**src/design/ddd_pkg.sv**
```systemverilog
// ddd_pkg: shared types, constants and calendar helpers for the date difference block
// used by ddd_rom, ddd_seq, ddd_dpath and date_difference_in_days_top
// no dependencies
`timescale 1ns / 1ps
`default_nettype none

package ddd_pkg;

  // field widths
  localparam int YEAR_W = 14;
  localparam int MON_W  = 4;
  localparam int DAY_W  = 5;
  localparam int CNT_W  = 23;
  localparam int ACC_W  = 24;
  localparam int STEP_W = 4;
  localparam int SRC_W  = 12;
  localparam int Q_W    = 8;
  localparam int PROD_W = 23;
  localparam int MD_W   = 10;

  // calendar constants
  localparam logic [YEAR_W-1:0] YEAR_MAX   = 14'd9999;
  localparam logic [MON_W-1:0]  MON_FEB    = 4'd2;
  localparam logic [MON_W-1:0]  MON_DEC    = 4'd12;
  localparam logic [DAY_W-1:0]  FEB_LEAP   = 5'd29;
  localparam logic [ACC_W-1:0]  DAYS_YEAR  = 24'd365;

  // floor(x / 25) for x < 4096 as (x * 1311) >> 15
  localparam logic [10:0] DIV25_MUL = 11'd1311;
  localparam int          DIV25_SH  = 15;

  // quotient source codes
  localparam logic [2:0] QS_NONE = 3'd0;
  localparam logic [2:0] QS_Y2   = 3'd1;  // year / 4, leap check
  localparam logic [2:0] QS_Y4   = 3'd2;  // year / 16, leap check
  localparam logic [2:0] QS_YS2  = 3'd3;  // march-based year / 4
  localparam logic [2:0] QS_YS4  = 3'd4;  // march-based year / 16

  // accumulator operation codes
  localparam logic [1:0] AO_NONE   = 2'd0;
  localparam logic [1:0] AO_YEAR   = 2'd1;  // 365*ys + ys/4
  localparam logic [1:0] AO_SUBQ   = 2'd2;  // - ys/100
  localparam logic [1:0] AO_ADDQMD = 2'd3;  // + ys/400 + month offset + day - 1

  // jump condition codes
  localparam logic JC_NONE = 1'b0;
  localparam logic JC_BAD  = 1'b1;

  // step numbers
  localparam logic [STEP_W-1:0] STEP_FIN = 4'd10;

  typedef struct packed {
    logic [YEAR_W-1:0] start_year;
    logic [MON_W-1:0]  start_month;
    logic [DAY_W-1:0]  start_day;
    logic [YEAR_W-1:0] end_year;
    logic [MON_W-1:0]  end_month;
    logic [DAY_W-1:0]  end_day;
    logic              include_end;
  } in_t;

  typedef struct packed {
    logic signed [CNT_W-1:0] day_count;
    logic                    invalid_date;
  } out_t;

  // one microcode word
  typedef struct packed {
    logic              sel_end;
    logic [2:0]        qsrc;
    logic [1:0]        acc_op;
    logic              leap_wr;
    logic              fin;
    logic              jmp;
    logic [STEP_W-1:0] target;
  } ctl_t;

  // datapath status seen by the sequencer
  typedef struct packed {
    logic bad_field;
  } stat_t;

  // days from march 1 to the first of the month
  function automatic logic [8:0] month_offset(input logic [MON_W-1:0] m);
    logic [8:0] r;
    case (m)
      4'd3:    r = 9'd0;
      4'd4:    r = 9'd31;
      4'd5:    r = 9'd61;
      4'd6:    r = 9'd92;
      4'd7:    r = 9'd122;
      4'd8:    r = 9'd153;
      4'd9:    r = 9'd184;
      4'd10:   r = 9'd214;
      4'd11:   r = 9'd245;
      4'd12:   r = 9'd275;
      4'd1:    r = 9'd306;
      4'd2:    r = 9'd337;
      default: r = 9'd0;
    endcase
    return r;
  endfunction

  // month length with leap february
  function automatic logic [DAY_W-1:0] month_days(input logic [MON_W-1:0] m,
                                                  input logic leap);
    logic [DAY_W-1:0] r;
    case (m)
      4'd1, 4'd3, 4'd5, 4'd7, 4'd8, 4'd10, 4'd12: r = 5'd31;
      4'd4, 4'd6, 4'd9, 4'd11:                     r = 5'd30;
      4'd2:    r = leap ? FEB_LEAP : 5'd28;
      default: r = 5'd31;
    endcase
    return r;
  endfunction

  // year, month and day-nonzero range check
  function automatic logic fields_ok(input logic [YEAR_W-1:0] y,
                                     input logic [MON_W-1:0] m,
                                     input logic [DAY_W-1:0] d);
    logic r;
    r = (y inside {[14'd1:YEAR_MAX]}) && (m inside {[4'd1:MON_DEC]}) && (d != '0);
    return r;
  endfunction

endpackage

`default_nettype wire

```
**src/design/ddd_rom.sv**
```systemverilog
// ddd_rom: microcode program, one control word per step
// depends on ddd_pkg
`timescale 1ns / 1ps
`default_nettype none

module ddd_rom (
  input  wire logic [ddd_pkg::STEP_W-1:0] step,
  output ddd_pkg::ctl_t                   ctl
);

  // end date adds its day number, start date subtracts it
  always_comb begin
    case (step)
      4'd0: ctl = '{sel_end: 1'b1, qsrc: ddd_pkg::QS_Y2, acc_op: ddd_pkg::AO_NONE,
                    leap_wr: 1'b0, fin: 1'b0, jmp: ddd_pkg::JC_BAD,
                    target: ddd_pkg::STEP_FIN};
      4'd1: ctl = '{sel_end: 1'b1, qsrc: ddd_pkg::QS_Y4, acc_op: ddd_pkg::AO_YEAR,
                    leap_wr: 1'b0, fin: 1'b0, jmp: ddd_pkg::JC_NONE, target: '0};
      4'd2: ctl = '{sel_end: 1'b1, qsrc: ddd_pkg::QS_YS2, acc_op: ddd_pkg::AO_NONE,
                    leap_wr: 1'b1, fin: 1'b0, jmp: ddd_pkg::JC_NONE, target: '0};
      4'd3: ctl = '{sel_end: 1'b1, qsrc: ddd_pkg::QS_YS4, acc_op: ddd_pkg::AO_SUBQ,
                    leap_wr: 1'b0, fin: 1'b0, jmp: ddd_pkg::JC_NONE, target: '0};
      4'd4: ctl = '{sel_end: 1'b1, qsrc: ddd_pkg::QS_NONE, acc_op: ddd_pkg::AO_ADDQMD,
                    leap_wr: 1'b0, fin: 1'b0, jmp: ddd_pkg::JC_NONE, target: '0};
      4'd5: ctl = '{sel_end: 1'b0, qsrc: ddd_pkg::QS_Y2, acc_op: ddd_pkg::AO_NONE,
                    leap_wr: 1'b0, fin: 1'b0, jmp: ddd_pkg::JC_NONE, target: '0};
      4'd6: ctl = '{sel_end: 1'b0, qsrc: ddd_pkg::QS_Y4, acc_op: ddd_pkg::AO_YEAR,
                    leap_wr: 1'b0, fin: 1'b0, jmp: ddd_pkg::JC_NONE, target: '0};
      4'd7: ctl = '{sel_end: 1'b0, qsrc: ddd_pkg::QS_YS2, acc_op: ddd_pkg::AO_NONE,
                    leap_wr: 1'b1, fin: 1'b0, jmp: ddd_pkg::JC_NONE, target: '0};
      4'd8: ctl = '{sel_end: 1'b0, qsrc: ddd_pkg::QS_YS4, acc_op: ddd_pkg::AO_SUBQ,
                    leap_wr: 1'b0, fin: 1'b0, jmp: ddd_pkg::JC_NONE, target: '0};
      4'd9: ctl = '{sel_end: 1'b0, qsrc: ddd_pkg::QS_NONE, acc_op: ddd_pkg::AO_ADDQMD,
                    leap_wr: 1'b0, fin: 1'b0, jmp: ddd_pkg::JC_NONE, target: '0};
      default: ctl = '{sel_end: 1'b0, qsrc: ddd_pkg::QS_NONE, acc_op: ddd_pkg::AO_NONE,
                       leap_wr: 1'b0, fin: 1'b1, jmp: ddd_pkg::JC_NONE, target: '0};
    endcase
  end

endmodule

`default_nettype wire

```
**src/design/ddd_seq.sv**
```systemverilog
// ddd_seq: step counter with conditional jumps, fetches control words from ddd_rom
// depends on ddd_pkg and ddd_rom
`timescale 1ns / 1ps
`default_nettype none

module ddd_seq (
  input  wire logic           clk,
  input  wire logic           rst_n,
  input  wire logic           in_fire,
  input  wire logic           out_free,
  input  wire ddd_pkg::stat_t st,
  output ddd_pkg::ctl_t       ctl,
  output logic                busy,
  output logic                fin_fire
);

  logic                       busy_r, busy_nxt;
  logic [ddd_pkg::STEP_W-1:0] step_r, step_nxt;
  ddd_pkg::ctl_t              rom_ctl;
  logic                       jump;

  ddd_rom u_rom (
    .step (step_r),
    .ctl  (rom_ctl)
  );

  // idle steps issue no operations
  assign ctl      = busy_r ? rom_ctl : '0;
  assign busy     = busy_r;
  assign fin_fire = busy_r && rom_ctl.fin && out_free;

  // jump condition decode
  always_comb begin
    case (ctl.jmp)
      ddd_pkg::JC_NONE: jump = 1'b0;
      ddd_pkg::JC_BAD:  jump = st.bad_field;
      default:          jump = 1'b0;
    endcase
  end

  // next step
  always_comb begin
    busy_nxt = busy_r;
    step_nxt = step_r;
    if (!busy_r) begin
      if (in_fire) begin
        busy_nxt = 1'b1;
        step_nxt = '0;
      end
    end else if (rom_ctl.fin) begin
      if (out_free) begin
        busy_nxt = 1'b0;
      end
    end else if (jump) begin
      step_nxt = ctl.target;
    end else begin
      step_nxt = step_r + 1'b1;
    end
  end

  always_ff @(posedge clk) begin
    if (!rst_n) begin
      busy_r <= 1'b0;
      step_r <= '0;
    end else begin
      busy_r <= busy_nxt;
      step_r <= step_nxt;
    end
  end

endmodule

`default_nettype wire

```
**src/design/ddd_dpath.sv**
```systemverilog
// ddd_dpath: operand registers, divide-by-25 unit, leap flags and day accumulator
// depends on ddd_pkg
`timescale 1ns / 1ps
`default_nettype none

module ddd_dpath (
  input  wire logic          clk,
  input  wire logic          in_load,
  input  wire ddd_pkg::in_t  in_data,
  input  wire ddd_pkg::ctl_t ctl,
  output ddd_pkg::stat_t     st,
  output ddd_pkg::out_t      res
);

  ddd_pkg::in_t                     in_r;
  logic signed [ddd_pkg::ACC_W-1:0] acc_r, acc_nxt;
  logic [ddd_pkg::Q_W-1:0]          q_r;
  logic                             z100_r, z400_r;
  logic                             leap_s_r, leap_e_r;

  logic [ddd_pkg::YEAR_W-1:0]       y, ys;
  logic [ddd_pkg::MON_W-1:0]        m;
  logic [ddd_pkg::DAY_W-1:0]        d;
  logic [ddd_pkg::SRC_W-1:0]        src;
  logic [ddd_pkg::PROD_W-1:0]       prod;
  logic [ddd_pkg::Q_W-1:0]          q;
  logic                             rem0;
  logic                             leap;
  logic [ddd_pkg::ACC_W-1:0]        ys_ext, year_term;
  logic [ddd_pkg::MD_W-1:0]         md_term;
  logic signed [ddd_pkg::ACC_W-1:0] term, term_s;
  logic                             bad_s, bad_e, bad;
  logic signed [ddd_pkg::ACC_W-1:0] cnt;

  // operand select for the current date
  assign y  = ctl.sel_end ? in_r.end_year  : in_r.start_year;
  assign m  = ctl.sel_end ? in_r.end_month : in_r.start_month;
  assign d  = ctl.sel_end ? in_r.end_day   : in_r.start_day;
  assign ys = (m <= ddd_pkg::MON_FEB) ? (y - 1'b1) : y;

  // divide-by-25 source
  always_comb begin
    case (ctl.qsrc)
      ddd_pkg::QS_Y2:  src = y[ddd_pkg::YEAR_W-1:2];
      ddd_pkg::QS_Y4:  src = ddd_pkg::SRC_W'(y[ddd_pkg::YEAR_W-1:4]);
      ddd_pkg::QS_YS2: src = ys[ddd_pkg::YEAR_W-1:2];
      ddd_pkg::QS_YS4: src = ddd_pkg::SRC_W'(ys[ddd_pkg::YEAR_W-1:4]);
      default:         src = '0;
    endcase
  end

  // reciprocal multiply and exact-multiple check
  assign prod = ddd_pkg::PROD_W'(src) * ddd_pkg::PROD_W'(ddd_pkg::DIV25_MUL);
  assign q    = prod[ddd_pkg::DIV25_SH +: ddd_pkg::Q_W];
  assign rem0 = ({1'b0, src} == (13'({q, 4'b0}) + 13'({q, 3'b0}) + 13'(q)));

  // leap from the two century flags
  assign leap = (y[1:0] == 2'b00) && (!z100_r || z400_r);

  // accumulator terms
  assign ys_ext    = ddd_pkg::ACC_W'(ys);
  assign year_term = ys_ext * ddd_pkg::DAYS_YEAR + (ys_ext >> 2);
  assign md_term   = ddd_pkg::MD_W'(q_r) + ddd_pkg::MD_W'(ddd_pkg::month_offset(m))
                   + ddd_pkg::MD_W'(d) - 1'b1;

  always_comb begin
    case (ctl.acc_op)
      ddd_pkg::AO_YEAR:   term = $signed(year_term);
      ddd_pkg::AO_SUBQ:   term = -$signed(ddd_pkg::ACC_W'(q_r));
      ddd_pkg::AO_ADDQMD: term = $signed(ddd_pkg::ACC_W'(md_term));
      default:            term = '0;
    endcase
    term_s  = ctl.sel_end ? term : -term;
    acc_nxt = acc_r + term_s;
  end

  always_ff @(posedge clk) begin
    if (in_load) begin
      in_r  <= in_data;
      acc_r <= '0;
    end else begin
      acc_r <= acc_nxt;
    end
    if (ctl.qsrc != ddd_pkg::QS_NONE) begin
      q_r <= q;
    end
    if (ctl.qsrc == ddd_pkg::QS_Y2) begin
      z100_r <= (y[1:0] == 2'b00) && rem0;
    end
    if (ctl.qsrc == ddd_pkg::QS_Y4) begin
      z400_r <= (y[3:0] == 4'b0000) && rem0;
    end
    if (ctl.leap_wr) begin
      if (ctl.sel_end) begin
        leap_e_r <= leap;
      end else begin
        leap_s_r <= leap;
      end
    end
  end

  // validity of both dates
  assign bad_s = !ddd_pkg::fields_ok(in_r.start_year, in_r.start_month, in_r.start_day);
  assign bad_e = !ddd_pkg::fields_ok(in_r.end_year, in_r.end_month, in_r.end_day);
  assign st.bad_field = bad_s || bad_e;
  assign bad = bad_s || bad_e
            || (in_r.start_day > ddd_pkg::month_days(in_r.start_month, leap_s_r))
            || (in_r.end_day > ddd_pkg::month_days(in_r.end_month, leap_e_r));

  // include-end moves the count one step away from zero
  always_comb begin
    cnt = acc_r;
    if (in_r.include_end) begin
      cnt = (acc_r < 0) ? (acc_r - 1'b1) : (acc_r + 1'b1);
    end
    res.invalid_date = bad;
    res.day_count    = bad ? '0 : cnt[ddd_pkg::CNT_W-1:0];
  end

endmodule

`default_nettype wire

```
**src/design/date_difference_in_days_top.sv**
```systemverilog
// date_difference_in_days_top: signed gregorian day count between two dates
// depends on ddd_pkg, ddd_seq and ddd_dpath
//
// input channel: in_valid / in_stall with in_data (start and end year, month, day and
// the include-end flag). result channel: out_valid / out_stall with out_data
// (signed day_count and invalid_date). a transfer happens at a clock edge with valid
// high and stall low.
// one date pair is processed at a time by a microcoded sequencer: ten datapath steps
// (five per date: two leap checks and three day-number terms, with every quotient from
// a shared divide-by-25 multiplier) plus one finish step. an item holds the block from
// its input transfer until its finish step writes the output register, where out_valid
// rises; only then can the next input transfer. a pair with an out-of-range year,
// month or zero day jumps straight to the finish step and skips the other steps.
// in_stall stays high while an item is in flight. the finished result sits in an
// output register; a new item is accepted while that result waits. if the receiver
// stalls and the register is still full, the finish step holds until it drains.
// reset (rst_n low, synchronous) empties the block: no item in flight, out_valid low.
`timescale 1ns / 1ps
`default_nettype none

module date_difference_in_days_top (
  input  wire logic          clk,
  input  wire logic          rst_n,
  input  wire logic          in_valid,
  output logic               in_stall,
  input  wire ddd_pkg::in_t  in_data,
  output logic               out_valid,
  input  wire logic          out_stall,
  output ddd_pkg::out_t      out_data
);

  ddd_pkg::ctl_t  ctl;
  ddd_pkg::stat_t st;
  ddd_pkg::out_t  res;
  ddd_pkg::out_t  out_data_r;
  logic           out_valid_r;
  logic           busy, fin_fire, in_fire, out_free;

  assign in_stall = busy;
  assign in_fire  = in_valid && !busy;
  assign out_free = !out_valid_r || !out_stall;

  ddd_seq u_seq (
    .clk      (clk),
    .rst_n    (rst_n),
    .in_fire  (in_fire),
    .out_free (out_free),
    .st       (st),
    .ctl      (ctl),
    .busy     (busy),
    .fin_fire (fin_fire)
  );

  ddd_dpath u_dpath (
    .clk     (clk),
    .in_load (in_fire),
    .in_data (in_data),
    .ctl     (ctl),
    .st      (st),
    .res     (res)
  );

  // output register
  always_ff @(posedge clk) begin
    if (!rst_n) begin
      out_valid_r <= 1'b0;
    end else if (fin_fire) begin
      out_valid_r <= 1'b1;
    end else if (!out_stall) begin
      out_valid_r <= 1'b0;
    end
  end

  always_ff @(posedge clk) begin
    if (fin_fire) begin
      out_data_r <= res;
    end
  end

  assign out_valid = out_valid_r;
  assign out_data  = out_data_r;

  // a new result only comes from a finish step
  a_rise_from_fin: assert property (@(posedge clk) disable iff (!rst_n)
    $rose(out_valid_r) |-> $past(fin_fire))
    else $error("result appeared without a finish step");

  // an item in flight is not dropped before it finishes
  a_busy_holds: assert property (@(posedge clk) disable iff (!rst_n)
    (busy && !fin_fire) |=> busy)
    else $error("item lost before finish");

  // an invalid pair reports a zero count
  a_invalid_zero: assert property (@(posedge clk) disable iff (!rst_n)
    (out_valid_r && out_data_r.invalid_date) |-> (out_data_r.day_count == '0))
    else $error("invalid result with nonzero count");

  // a finish step never overwrites a result that is still waiting
  a_no_overwrite: assert property (@(posedge clk) disable iff (!rst_n)
    (out_valid_r && out_stall) |-> !fin_fire)
    else $error("waiting result overwritten");

endmodule

`default_nettype wire
```
**config.mk**
```make
export PLATFORM = sky130hd
export DESIGN_NAME = date_difference_in_days_top
export DESIGN_NICKNAME = d
export VERILOG_FILES = /design/src/design/ddd_pkg.sv /design/src/design/ddd_rom.sv /design/src/design/ddd_seq.sv /design/src/design/ddd_dpath.sv /design/src/design/date_difference_in_days_top.sv
export SDC_FILE = /design/constraint.sdc
export NUM_CORES = 1
export LEC_CHECK = 0
export ABC_AREA = 1
export BUFFER_PORTS_ARGS = -buffer_cell sky130_fd_sc_hd__buf_2
export CAP_MARGIN = 20
export CORE_AREA = 2 2 257 259
export DETAILED_ROUTE_END_ITERATION = 12
export DIE_AREA = 0 0 259 261
export GPL_ROUTABILITY_DRIVEN = 0
export PLACE_DENSITY_LB_ADDON = 0.15
export SYNTH_ARGS = -nofsm -noshare
export SYNTH_HDL_FRONTEND = slang
export SYNTH_SLANG_ARGS = --single-unit
export TNS_END_PERCENT = 5
```
**constraint.sdc**
```tcl
create_clock -name clk -period 17.7 [get_ports clk]
set_input_delay 0.885 -clock clk [delete_from_list [all_inputs] [get_ports clk]]
set_output_delay 0.885 -clock clk [all_outputs]
set_load 0.02 [all_outputs]
```
# ---- Word-level counts from Yosys, hierarchy flattened
# Memory sizes are Yosys's and may differ from the RTL's. A register that Yosys moved wholly into a read port is not among the register bits.
# Index checks and enable logic that the tools add are counted.
dict set report totals {
  register_bits 113
  latch_bits 0
  ramBits 0
  mem_bits_ro 320
  inputBits 51
  output_inout_bits 26
  elab_cells 132
  mem_count 2
}
# memory words word_bits read_ports rd_clocked_by_memory_dff wr line_no
set memory_table {}
lappend memory_table {{(no name shown)} 16 11 1 1 0 ddd_rom.sv:13} ;# case (step)
lappend memory_table {{(no name shown)} 16 9 1 0 0 ddd_pkg.sv:86} ;# case (m)
dict set report op_classes {
  n_addsub 13
  multipliers 2
  div_mod_pow 0
  magnitude_cmp 12
  eq_ne 20
  n_shift 0
  muxes 27
  bitwise 2
  reduce_logical 36
}
# cell n
set ops {}
lappend ops {{$pmux W24 S3} 1}
lappend ops {{$pmux W12 S4} 1}
lappend ops {{$mux W23} 2}
lappend ops {{$ge A14 B1 Y1 const B} 2}
lappend ops {{$le A14 B14 Y1 const B} 2}
lappend ops {{$mux W14} 2}
lappend ops {{$mux W4} 7}
lappend ops {{$add A24 B12 Y24} 1}
lappend ops {{$add A24 B24 Y24} 1}
lappend ops {{$lt A24 B1 Y1 const B} 1}
lappend ops {{$mux W24} 1}
lappend ops {{$neg A24 Y24} 1}
lappend ops {{$neg A8 Y24} 1}
lappend ops {{$add A23 B1 Y23 const B} 1}
lappend ops {{$mul A12 B11 Y23 const B} 1}
lappend ops {{$mul A14 B9 Y23 const B} 1}
lappend ops {{$sub A23 B1 Y23 const B} 1}
lappend ops {{$pmux W5 S2} 2}
lappend ops {{$eq A4 B3 Y1 const B} 4}
lappend ops {{$eq A4 B4 Y1 const B} 4}
lappend ops {{$logic_and A1 B1 Y1} 14}
lappend ops {{$sub A14 B1 Y14 const B} 1}
lappend ops {{$add A12 B11 Y13} 1}
lappend ops {{$add A13 B8 Y13} 1}
lappend ops {{31 further kinds} 58}

# ---- Depth between registers and ports, before layout
# Gate-level depths: netlist of the first run.
dict set report logic_depth {
  depth_word 12
  mapped_depth 59
  depth_no_buf 57
}

# ---- By module
# A second synthesis of the first run with hierarchy kept.
dict set report hier_totals {
  hier_cells 2206
  hier_area_um2 16365.7
}
# mod n_inst cells_per_inst area_per_inst_um2 seq_area_each_um2
set by_module_without_submodules {}
lappend by_module_without_submodules {ddd_dpath 1 2062 14964.4 2252.2}
lappend by_module_without_submodules {date_difference_in_days_top 1 31 770.7 740.7}
lappend by_module_without_submodules {ddd_seq 1 74 421.7 100.1}
lappend by_module_without_submodules {ddd_rom 1 39 209.0 0.0}

# ---- Worst setup path after synthesis of the first run
# No wires, ideal clock.
dict set report synth_path {
  kind {flip-flop to flip-flop}
  from {register u_seq.busy_r (netlist: u_seq.busy)}
  to {register u_dpath.z400_r (data pin)}
  setup_ns 0.157
  arrival_time_ns 9.803
  required_ns 17.543
  setup_slack_ns 7.741
  path_stages_with_launch 50
  n_path_buf 2
  synth_period_minus_slack_ns 9.959
  path_cell_list {dfxtp_1 > nand2_4 > buf_4 > buf_2 > o21ai_0 > ha_1 > nand3b_1 > nand2_4 > clkinv_4 > nand4_4 > nor2_1 > xor2_1 > inv_1 > o22ai_1 > inv_1 > fa_1 > ha_1 > fa_1 > [... 14 more ...] > inv_1 > fa_1 > inv_1 > ha_1 > fa_1 > a21oi_1 > nor2_1 > nor2_1 > o21ai_0 > a21o_1 > a21o_1 > a211oi_1 > nand4_1 > nor3_1 > nand3_1 > nor2_1 > o21ai_0 > nor3_1}
}
dict set report synth_via {
  elab_chain_cells 10
  elab_cells_between_ends 17
  classes_between {add/sub (3); mul (1); order compare (1); eq/ne (5); mux (5); reduce/logical (2)}
}
# item line_no
set synth_lines {}
lappend synth_lines {{from (decl)} ddd_seq.sv:17} ;# logic busy_r, busy_nxt;
lappend synth_lines {{from (signal assigned)} ddd_seq.sv:66} ;# busy_r <= busy_nxt;
lappend synth_lines {{$mux W13 *} ddd_seq.sv:28} ;# assign ctl = busy_r ? rom_ctl : '0;
lappend synth_lines {{$mux W14 or $mux W4 (tied branches)} {ddd_dpath.sv:36, ddd_dpath.sv:37}}
lappend synth_lines {{$sub A14 B1 Y14 or $le A4 B2 Y1 (tied branches)} ddd_dpath.sv:39} ;# assign ys = (m <= ddd_pkg::MON_FEB) ? (y - 1'b1) : y;
lappend synth_lines {{$mux W14} ddd_dpath.sv:39}
lappend synth_lines {{$pmux W12 S4 *} ddd_dpath.sv:43} ;# case (ctl.qsrc)
lappend synth_lines {{$mul A12 B11 Y23 *} ddd_dpath.sv:53} ;# assign prod = ddd_pkg::PROD_W'(src) * ddd_pkg::PROD_W'(ddd_pkg::DIV25_MUL);
lappend synth_lines {{net u_dpath.prod, one bit} ddd_dpath.sv:25} ;# logic [ddd_pkg::PROD_W-1:0] prod;
lappend synth_lines {{$add A12 B11 Y13} ddd_dpath.sv:55} ;# assign rem0 = ({1'b0, src} == (13'({q, 4'b0}) + 13'({q, 3'b0}) + 13'(q)));
lappend synth_lines {{$add A13 B8 Y13 *} ddd_dpath.sv:55}
lappend synth_lines {{$eq A12 B13 Y1 *} ddd_dpath.sv:55}
lappend synth_lines {{$logic_and A1 B1 Y1 *} ddd_dpath.sv:91} ;# z400_r <= (y[3:0] == 4'b0000) && rem0;
lappend synth_lines {{to (signal assigned)} ddd_dpath.sv:91}
lappend synth_lines {{to (decl)} ddd_dpath.sv:18} ;# logic z100_r, z400_r;
# Mark *: on every way through the listed nets, which the timed path passes. The rest lies on a longest branch.
# A chain may end at the register's enable or synchronous reset.

# ---- Worst setup path after layout of the first run
# Ends and elaborated chain as after synthesis.

==> results of run 1 <==
==> per-stage QoR <==
step | cell area (um^2) | hold slack (ns) | worst slack, ns | util [%] | instances
final | 18100 | 0.501 | 6.03 | 27.9 | 3067
after global placement | 17500 | 0.500 | 6.24 | 26.9 | 3034
after detailed placement | 17500 | 0.504 | 5.94 | 26.9 | 3035
after CTS | 18100 | 0.513 | 5.90 | 27.9 | 3067
after global routing | 18100 | 0.547 | 4.95 | 27.9 | 3067
after floorplan | 16100 | 0.467 | 7.74 | - | 2103
==> cell families (layout without fill, tap and decap cells) <==
| logic type | after synthesis | after routing |
|---|---|---|
| flops | 122 | 122 |
| mux | 2 | 2 |
| simple gates | 765 | 765 |
| xor+xnor | 95 | 95 |
| buf+inv | 460 | 560 |
| fa+ha+maj | 332 | 332 |
| compound gates | 327 | 327 |
==> flip-flops by register name, indices dropped and copies added (netlist names), 4 cells and up <==
register,count
u_dpath.in_r,47
out_data,24
u_dpath.acc_r,24
u_seq.u_rom.ctl,9
u_dpath.q_r,8
u_seq.step_r,4
==> cells in the mapped netlist, types with 7 or more instances <==
cell type | number | share of area [%]
inv_1 | 433 | 10
nand2_1 | 362 | 8.5
ha_1 | 244 | 19
nor2_1 | 162 | 3.8
a21oi_1 | 135 | 4.2
nand3_1 | 125 | 3.9
o21ai_0 | 103 | 3.2
fa_1 | 88 | 11
edfxtp_1 | 83 | 16
xor2_1 | 64 | 3.5
dfxtp_1 | 39 | 4.9
xnor2_1 | 30 | 1.6
nand2_2 | 24 | 0.94
nor3_1 | 23 | 0.72
nand4_1 | 17 | 0.66
o21a_1 | 13 | 0.61
o21bai_1 | 13 | 0.61
clkbuf_1 | 12 | 0.28
a21boi_0 | 8 | 0.37
nand3_2 | 8 | 0.50
nand3b_1 | 7 | 0.33
nor2_2 | 7 | 0.27
or2_2 | 7 | 0.27
==> placed cells by master, fill, tap and decap left out, types with 5 or more instances in the layout <==
cell type,Yosys,final
a211oi_1,5,5
a21boi_0,8,8
a21o_1,6,6
a21oi_1,135,134
a22oi_1,5,5
a31oi_1,6,6
buf_2,3,76
buf_4,2,14
clkbuf_16,0,17
dfxtp_1,39,39
edfxtp_1,83,83
fa_1,88,88
ha_1,244,244
inv_1,433,432
nand2_1,362,362
nand2_2,24,24
nand3_1,125,125
nand3_2,8,8
nand3b_1,7,7
nand4_1,17,17
nor2_1,162,162
nor2_2,7,7
nor2_4,6,6
nor3_1,23,22
o21a_1,13,13
o21ai_0,103,103
o21bai_1,13,13
or2_2,7,7
xnor2_1,30,30
xor2_1,64,64
==> layer usage <==
metal | vias up | share of wire [%]
li1 | 7008 | -
met1 | 5989 | 50
met2 | 160 | 46
met3 | 43 | 2.6
met4 | 0 | 2.1
met5 | - | 0
==> area by class of cell <==
| class | count | area share (%) |
|---|---|---|
| Clock buffer | 18 | 2.37 |
| Clock inverter | 14 | 0.932 |
| Timing Repair Buffer | 90 | 2.68 |
| Tap cell | 864 | 5.97 |
| Inverter | 438 | 9.10 |
| Sequential cell | 122 | 18.1 |
| Multi-Input combinational cell | 1521 | 60.9 |
==> worst max-delay path, delay by kind of cell, from the launching register on <==
family / cells / cell delay, ns
adders and majority gates: 10 / 4.00
AOI/OAI and AO/OA: 9 / 1.53
and+or+nand+nor: 18 / 2.34
buffers and inverters: 12 / 1.57
DFF: 1 / 0.89
xor gates and xnor gates: 2 / 1.13
==> worst max path at each step <==
stage	endpoint	cells past startpoint
after floorplan	u_dpath.z400_r	49
after global placement	u_dpath.z400_r	51
after detailed placement	u_dpath.z400_r	51
after CTS	u_dpath.z400_r	51
after global routing	u_dpath.z400_r	51
final	u_dpath.z400_r	51
==> metrics.yaml, run 1 <==
hold_path:
  min_from: "out_valid"
  min_path_type: "register to register"
  min_path_cells: 2
  min_to: "out_valid"
grt:
  top_usage_layer: "met2"
  antenna_found_initial: 0
  grtUsageMet2_pct: 21.8
  grt_pass1_wl_mm: 69.9
  first_global_vias: 13400
  globalRouteMet3Util_pct: 1.89
  grt_usage_pct: 13.0
  grt_max_degree: 40
  globalRoute.totalOverflow: 0
  gr-usage-met1_pct: 17.4
routing:
  ant_nets: 0
  vias: 13200
  via_per_inst: 4.30
  route.detailed.drc: 0
  drt_iter0_drc: 491
  dr.pass1.iters: 5
  wire_per_inst_um: 13.9
  finalWirelength_mm: 42.6
worst_setup_path:
  path_class: "register to register"
  critPathSlowestCell: "dfxtp_1"
  reg2reg_depth: 51
  cp_data_required_time_ns: 17.99
  crit_path_max_fanout: 29
  rr_endpoint: "u_dpath.z400_r"
  critPathMaxStageDelay_ns: 0.89
  endpoint_kind: "register"
  critPathLaunchType: "register"
  timing.critical_path.from: "u_seq.busy"
  r2r_slack_ns: 6.03
  worstPathArrival_ns: 11.96
  r2r-start: "u_seq.busy"
  cp_common_cell: "inv_1"
outcome:
  status: "finished clean"
timing:
  setup_violations: 0
  slew_headroom_pct: 36.5
  fmax_ghz: 0.0857
  grt_setup_unrepaired: "false"
  worst_pin_slew_ns: 0.949
  skew_ns: 0.0236
  hold_violations: 0
  tns_ns: 0
  fin_crit_ns: 11.67
  final.period_utilization_pct: 65.9
  finalMaxSlewViolations: 0
logic_synthesis:
  ys_ff_latch: 122
  syn_area_um2: 16100
  ys_warn_count: 0
  async_flop_share_pct: 0
  synth_top_family_by_area: "adder cells"
  yosys.area_share.simple_pct: 21.6
  synth_compound_area_share_pct: 11.7
  synth_fp_nets: 2486
  synth_cell_type_count: 62
  yosysSeqAreaShare_pct: 20.4
  synth_edf_count: 83
  synth_fa_ha_area_share_pct: 30.0
  ys.flop_type: "edfxtp_1"
  synthCells: 2103
  synth_xor_area_share_pct: 5.27
  synthMuxAreaShare_pct: 0.125
  syn_area_per_cell_um2: 7.63
layout:
  seq_area_um2: 3270
  area_growth_pct: 12.9
  diodes: 0
  drive_gt1_share_pct: 8.85
  fillers: 7123
  num-nets-final: 2573
  multi_input_area_um2: 11000
floorplan:
  core_area_um2: 65000
  dieArea_um2: 67600
  num_rows: 94
  initial_core_util_pct: 24.7
  fp.dieH_um: 261
  ios: 77
  die_w_um: 259
placement:
  numPortBuffers: 76
  dp_hpwl_mm: 36.5
clock_network:
  cts_setup_buffers: 0
  clkTransAtPathRegs_ns: 0.06
  cts.repair.resized: 0
  clockRootBuffer: "clkbuf_16"
  hold_buffers: 0
  insertion_delay_ns: 0.45
  cts_num_sinks: 122
  cts_tree: "yes"
  clockBufferDepth: 2
  cts_htree_levels: 4
  cts_buffers: 17
job:
  cap_violations: 0
Power of run 1 is left out: the tool's default activity adds up to more than one toggle a clock period on the data nets, which glitch-free logic cannot reach.
==> inputs of run 2 (changes only) <==
==> constraint.sdc (replaced) <==
create_clock -name clk -period 10.3 [get_ports clk]
set_input_delay 0.515 -clock clk [delete_from_list [all_inputs] [get_ports clk]]
set_output_delay 0.515 -clock clk [all_outputs]
set_load 0.02 [all_outputs]
==> run 2 against run 1 <==
Register-to-register slack worse by 5.2 ns. Non-clock buffer count rose by 23. Die area unchanged. Clock skew down 0.013 ns. Cell count rose by 0.75%. Critical path depth unchanged. Utilization is 0.32 points higher. Routed wire length increased by 3.4%. Worst hold slack worse by 0.27 ns. First-iteration DRC count grew 22%. Final area rose by 1.1%.
==> metrics.yaml, run 2 (synthesis results as in run 1) <==
grt:
  antenna_found_initial: 0  # unchanged
  top_usage_layer: "met2"
  grt_max_degree: 58  # +45%
  grt_pass1_wl_mm: 72.1  # +3.2%
  grtUsageMet2_pct: 22.5  # +0.70 points
  globalRoute.totalOverflow: 0  # unchanged
  grt_usage_pct: 13.4  # +0.46 points
  gr-usage-met1_pct: 18.3  # +0.96 points
  first_global_vias: 13700  # +2.3%
  globalRouteMet3Util_pct: 1.67  # -0.21 points
placement:
  place_inst: 3052  # +0.56%
  numPortBuffers: 76  # unchanged
  dp_hpwl_mm: 37.9  # +3.7%
worst_setup_path:
  crit_path_max_fanout: 14  # -52%
  critPathSlowestCell: "fa_1"
  worstPathArrival_ns: 9.77  # -2.19 ns
  path_class: "register to register"
  critPathLaunchType: "register"
  cp_common_cell: "inv_1"
  r2r-start: "u_seq.busy"
  timing.critical_path.from: "u_seq.busy"
  critPathMaxStageDelay_ns: 0.54  # -0.35 ns
  endpoint_kind: "register"
  cp_data_required_time_ns: 10.60  # -7.39 ns
clock_network:
  clockBufferDepth: 2  # unchanged
  cts_htree_levels: 4  # unchanged
  cts_buffers: 17  # unchanged
  insertion_delay_ns: 0.46  # about the same
  clockRootBuffer: "clkbuf_16"
  clkTransAtPathRegs_ns: 0.06  # about the same
  cts_tree: "yes"
  cts_num_sinks: 122  # unchanged
routing:
  via_per_inst: 4.33  # +0.71%
  ant_nets: 0  # unchanged
  wire_per_inst_um: 14.2  # +2.6%
  route.detailed.drc: 0  # unchanged
  vias: 13400  # +1.5%
  drt_iter0_drc: 601  # +22%
  dr.pass1.iters: 5  # unchanged
  finalWirelength_mm: 44.0  # +3.4%
hold_path:
  min_path_type: "input port to register"
  min_from: "in_data[23]"
timing:
  skew_ns: 0.0107  # -0.0129 ns
  hold_violations: 0  # unchanged
  grt_setup_unrepaired: "false"
  finalMaxSlewViolations: 0  # unchanged
  tns_ns: 0  # unchanged
  slew_headroom_pct: 45.1  # +8.6 points
  final.period_utilization_pct: 91.9  # +26 points
  holdWs_ns: 0.235  # -0.266 ns
  fmax_ghz: 0.106  # +23%
  fin_crit_ns: 9.46  # -2.21 ns
  worst_pin_slew_ns: 0.815  # -0.134 ns
  setup_violations: 0  # unchanged
layout:
  layout_commonest_cell: "inv_1"
  fillers: 7086  # -0.52%
  drive_gt1_share_pct: 10.4  # +1.6 points
  largest_reg_flops: 47  # unchanged
  layout_common_cells: "inv_1, nand2_1, ha_1, nor2_1, a21oi_1"
  largest_register: "u_dpath.in_r"
  diodes: 0  # unchanged
  num-nets-final: 2596  # +0.89%
  multi_input_area_um2: 11100  # +0.30%
  stdcell_count: 3090  # +0.75%
  seq_area_um2: 3280  # about the same
  area_growth_pct: 14.1
outcome:
  status: "finished clean"
floorplan:
  core_area_um2: 65000  # unchanged
  fp.dieH_um: 261  # unchanged
  num_rows: 94  # unchanged
  initial_core_util_pct: 24.7  # unchanged
  die_w_um: 259  # unchanged
  ios: 77  # unchanged
  dieArea_um2: 67600  # unchanged
job:
  cap_violations: 0  # unchanged
## run 2: critical path: cells and delay by family (launching register included)
family / cells / cell delay (ns)
adders and majority gates: 10 / 3.98
and+or+nand+nor: 20 / 2.34
xor gates and xnor gates: 2 / 0.33
DFF: 1 / 0.35
buffers and inverters: 11 / 1.08
AOI/OAI and AO/OA: 8 / 1.23
## run 2: routing by layer
| layer | part of all wire, % | routed length, um |
|---|---|---|
| met5 | 0 | 0 |
| met4 | 1.5 | 640 |
| met3 | 1.9 | 814 |
| met2 | 46 | 20400 |
| met1 | 50 | 22100 |
## run 2: worst paths after layout
path / end / cells after the start / slack (ns)
setup / recovery: u_dpath.z400_r / 51 / 0.84
hold / removal: u_dpath.in_r[23] / 1 / 0.23
setup reg to reg: u_dpath.z400_r / 51 / 0.84
hold reg to reg: out_valid / 2 / 0.49
## run 2: repair_timing
action	4_1_cts	5_1_grt
endpoints found under the setup margin	0	2
setup buffers	0	6
hold buffers	0	0
gates resized for setup	0	18
hold endpoints to repair	0	0
## run 2: per-stage QoR
step | cell area, um^2 | util [%] | worst slack [ns]
6_report | 18300 | 28.2 | 0.836
3_3_place_gp | 17600 | 27.1 | 0.437
5_1_grt | 18300 | 28.2 | 0.0450
3_5_place_dp | 17600 | 27.1 | 0.243
4_1_cts | 18200 | 28.0 | 0.243
2_1_floorplan | 16100 | - | 0.341
## run 2: layout make-up
type | instances | share of cell area, %
tap | 864 | 5.90
inverter | 438 | 9.01
timing repair buffer | 113 | 3.61
sequential | 122 | 17.9
clock buffer | 17 | 2.32
multi-input combinational | 1521 | 60.4
clock inverter | 15 | 0.895
Power of run 2 is left out for the same reason.
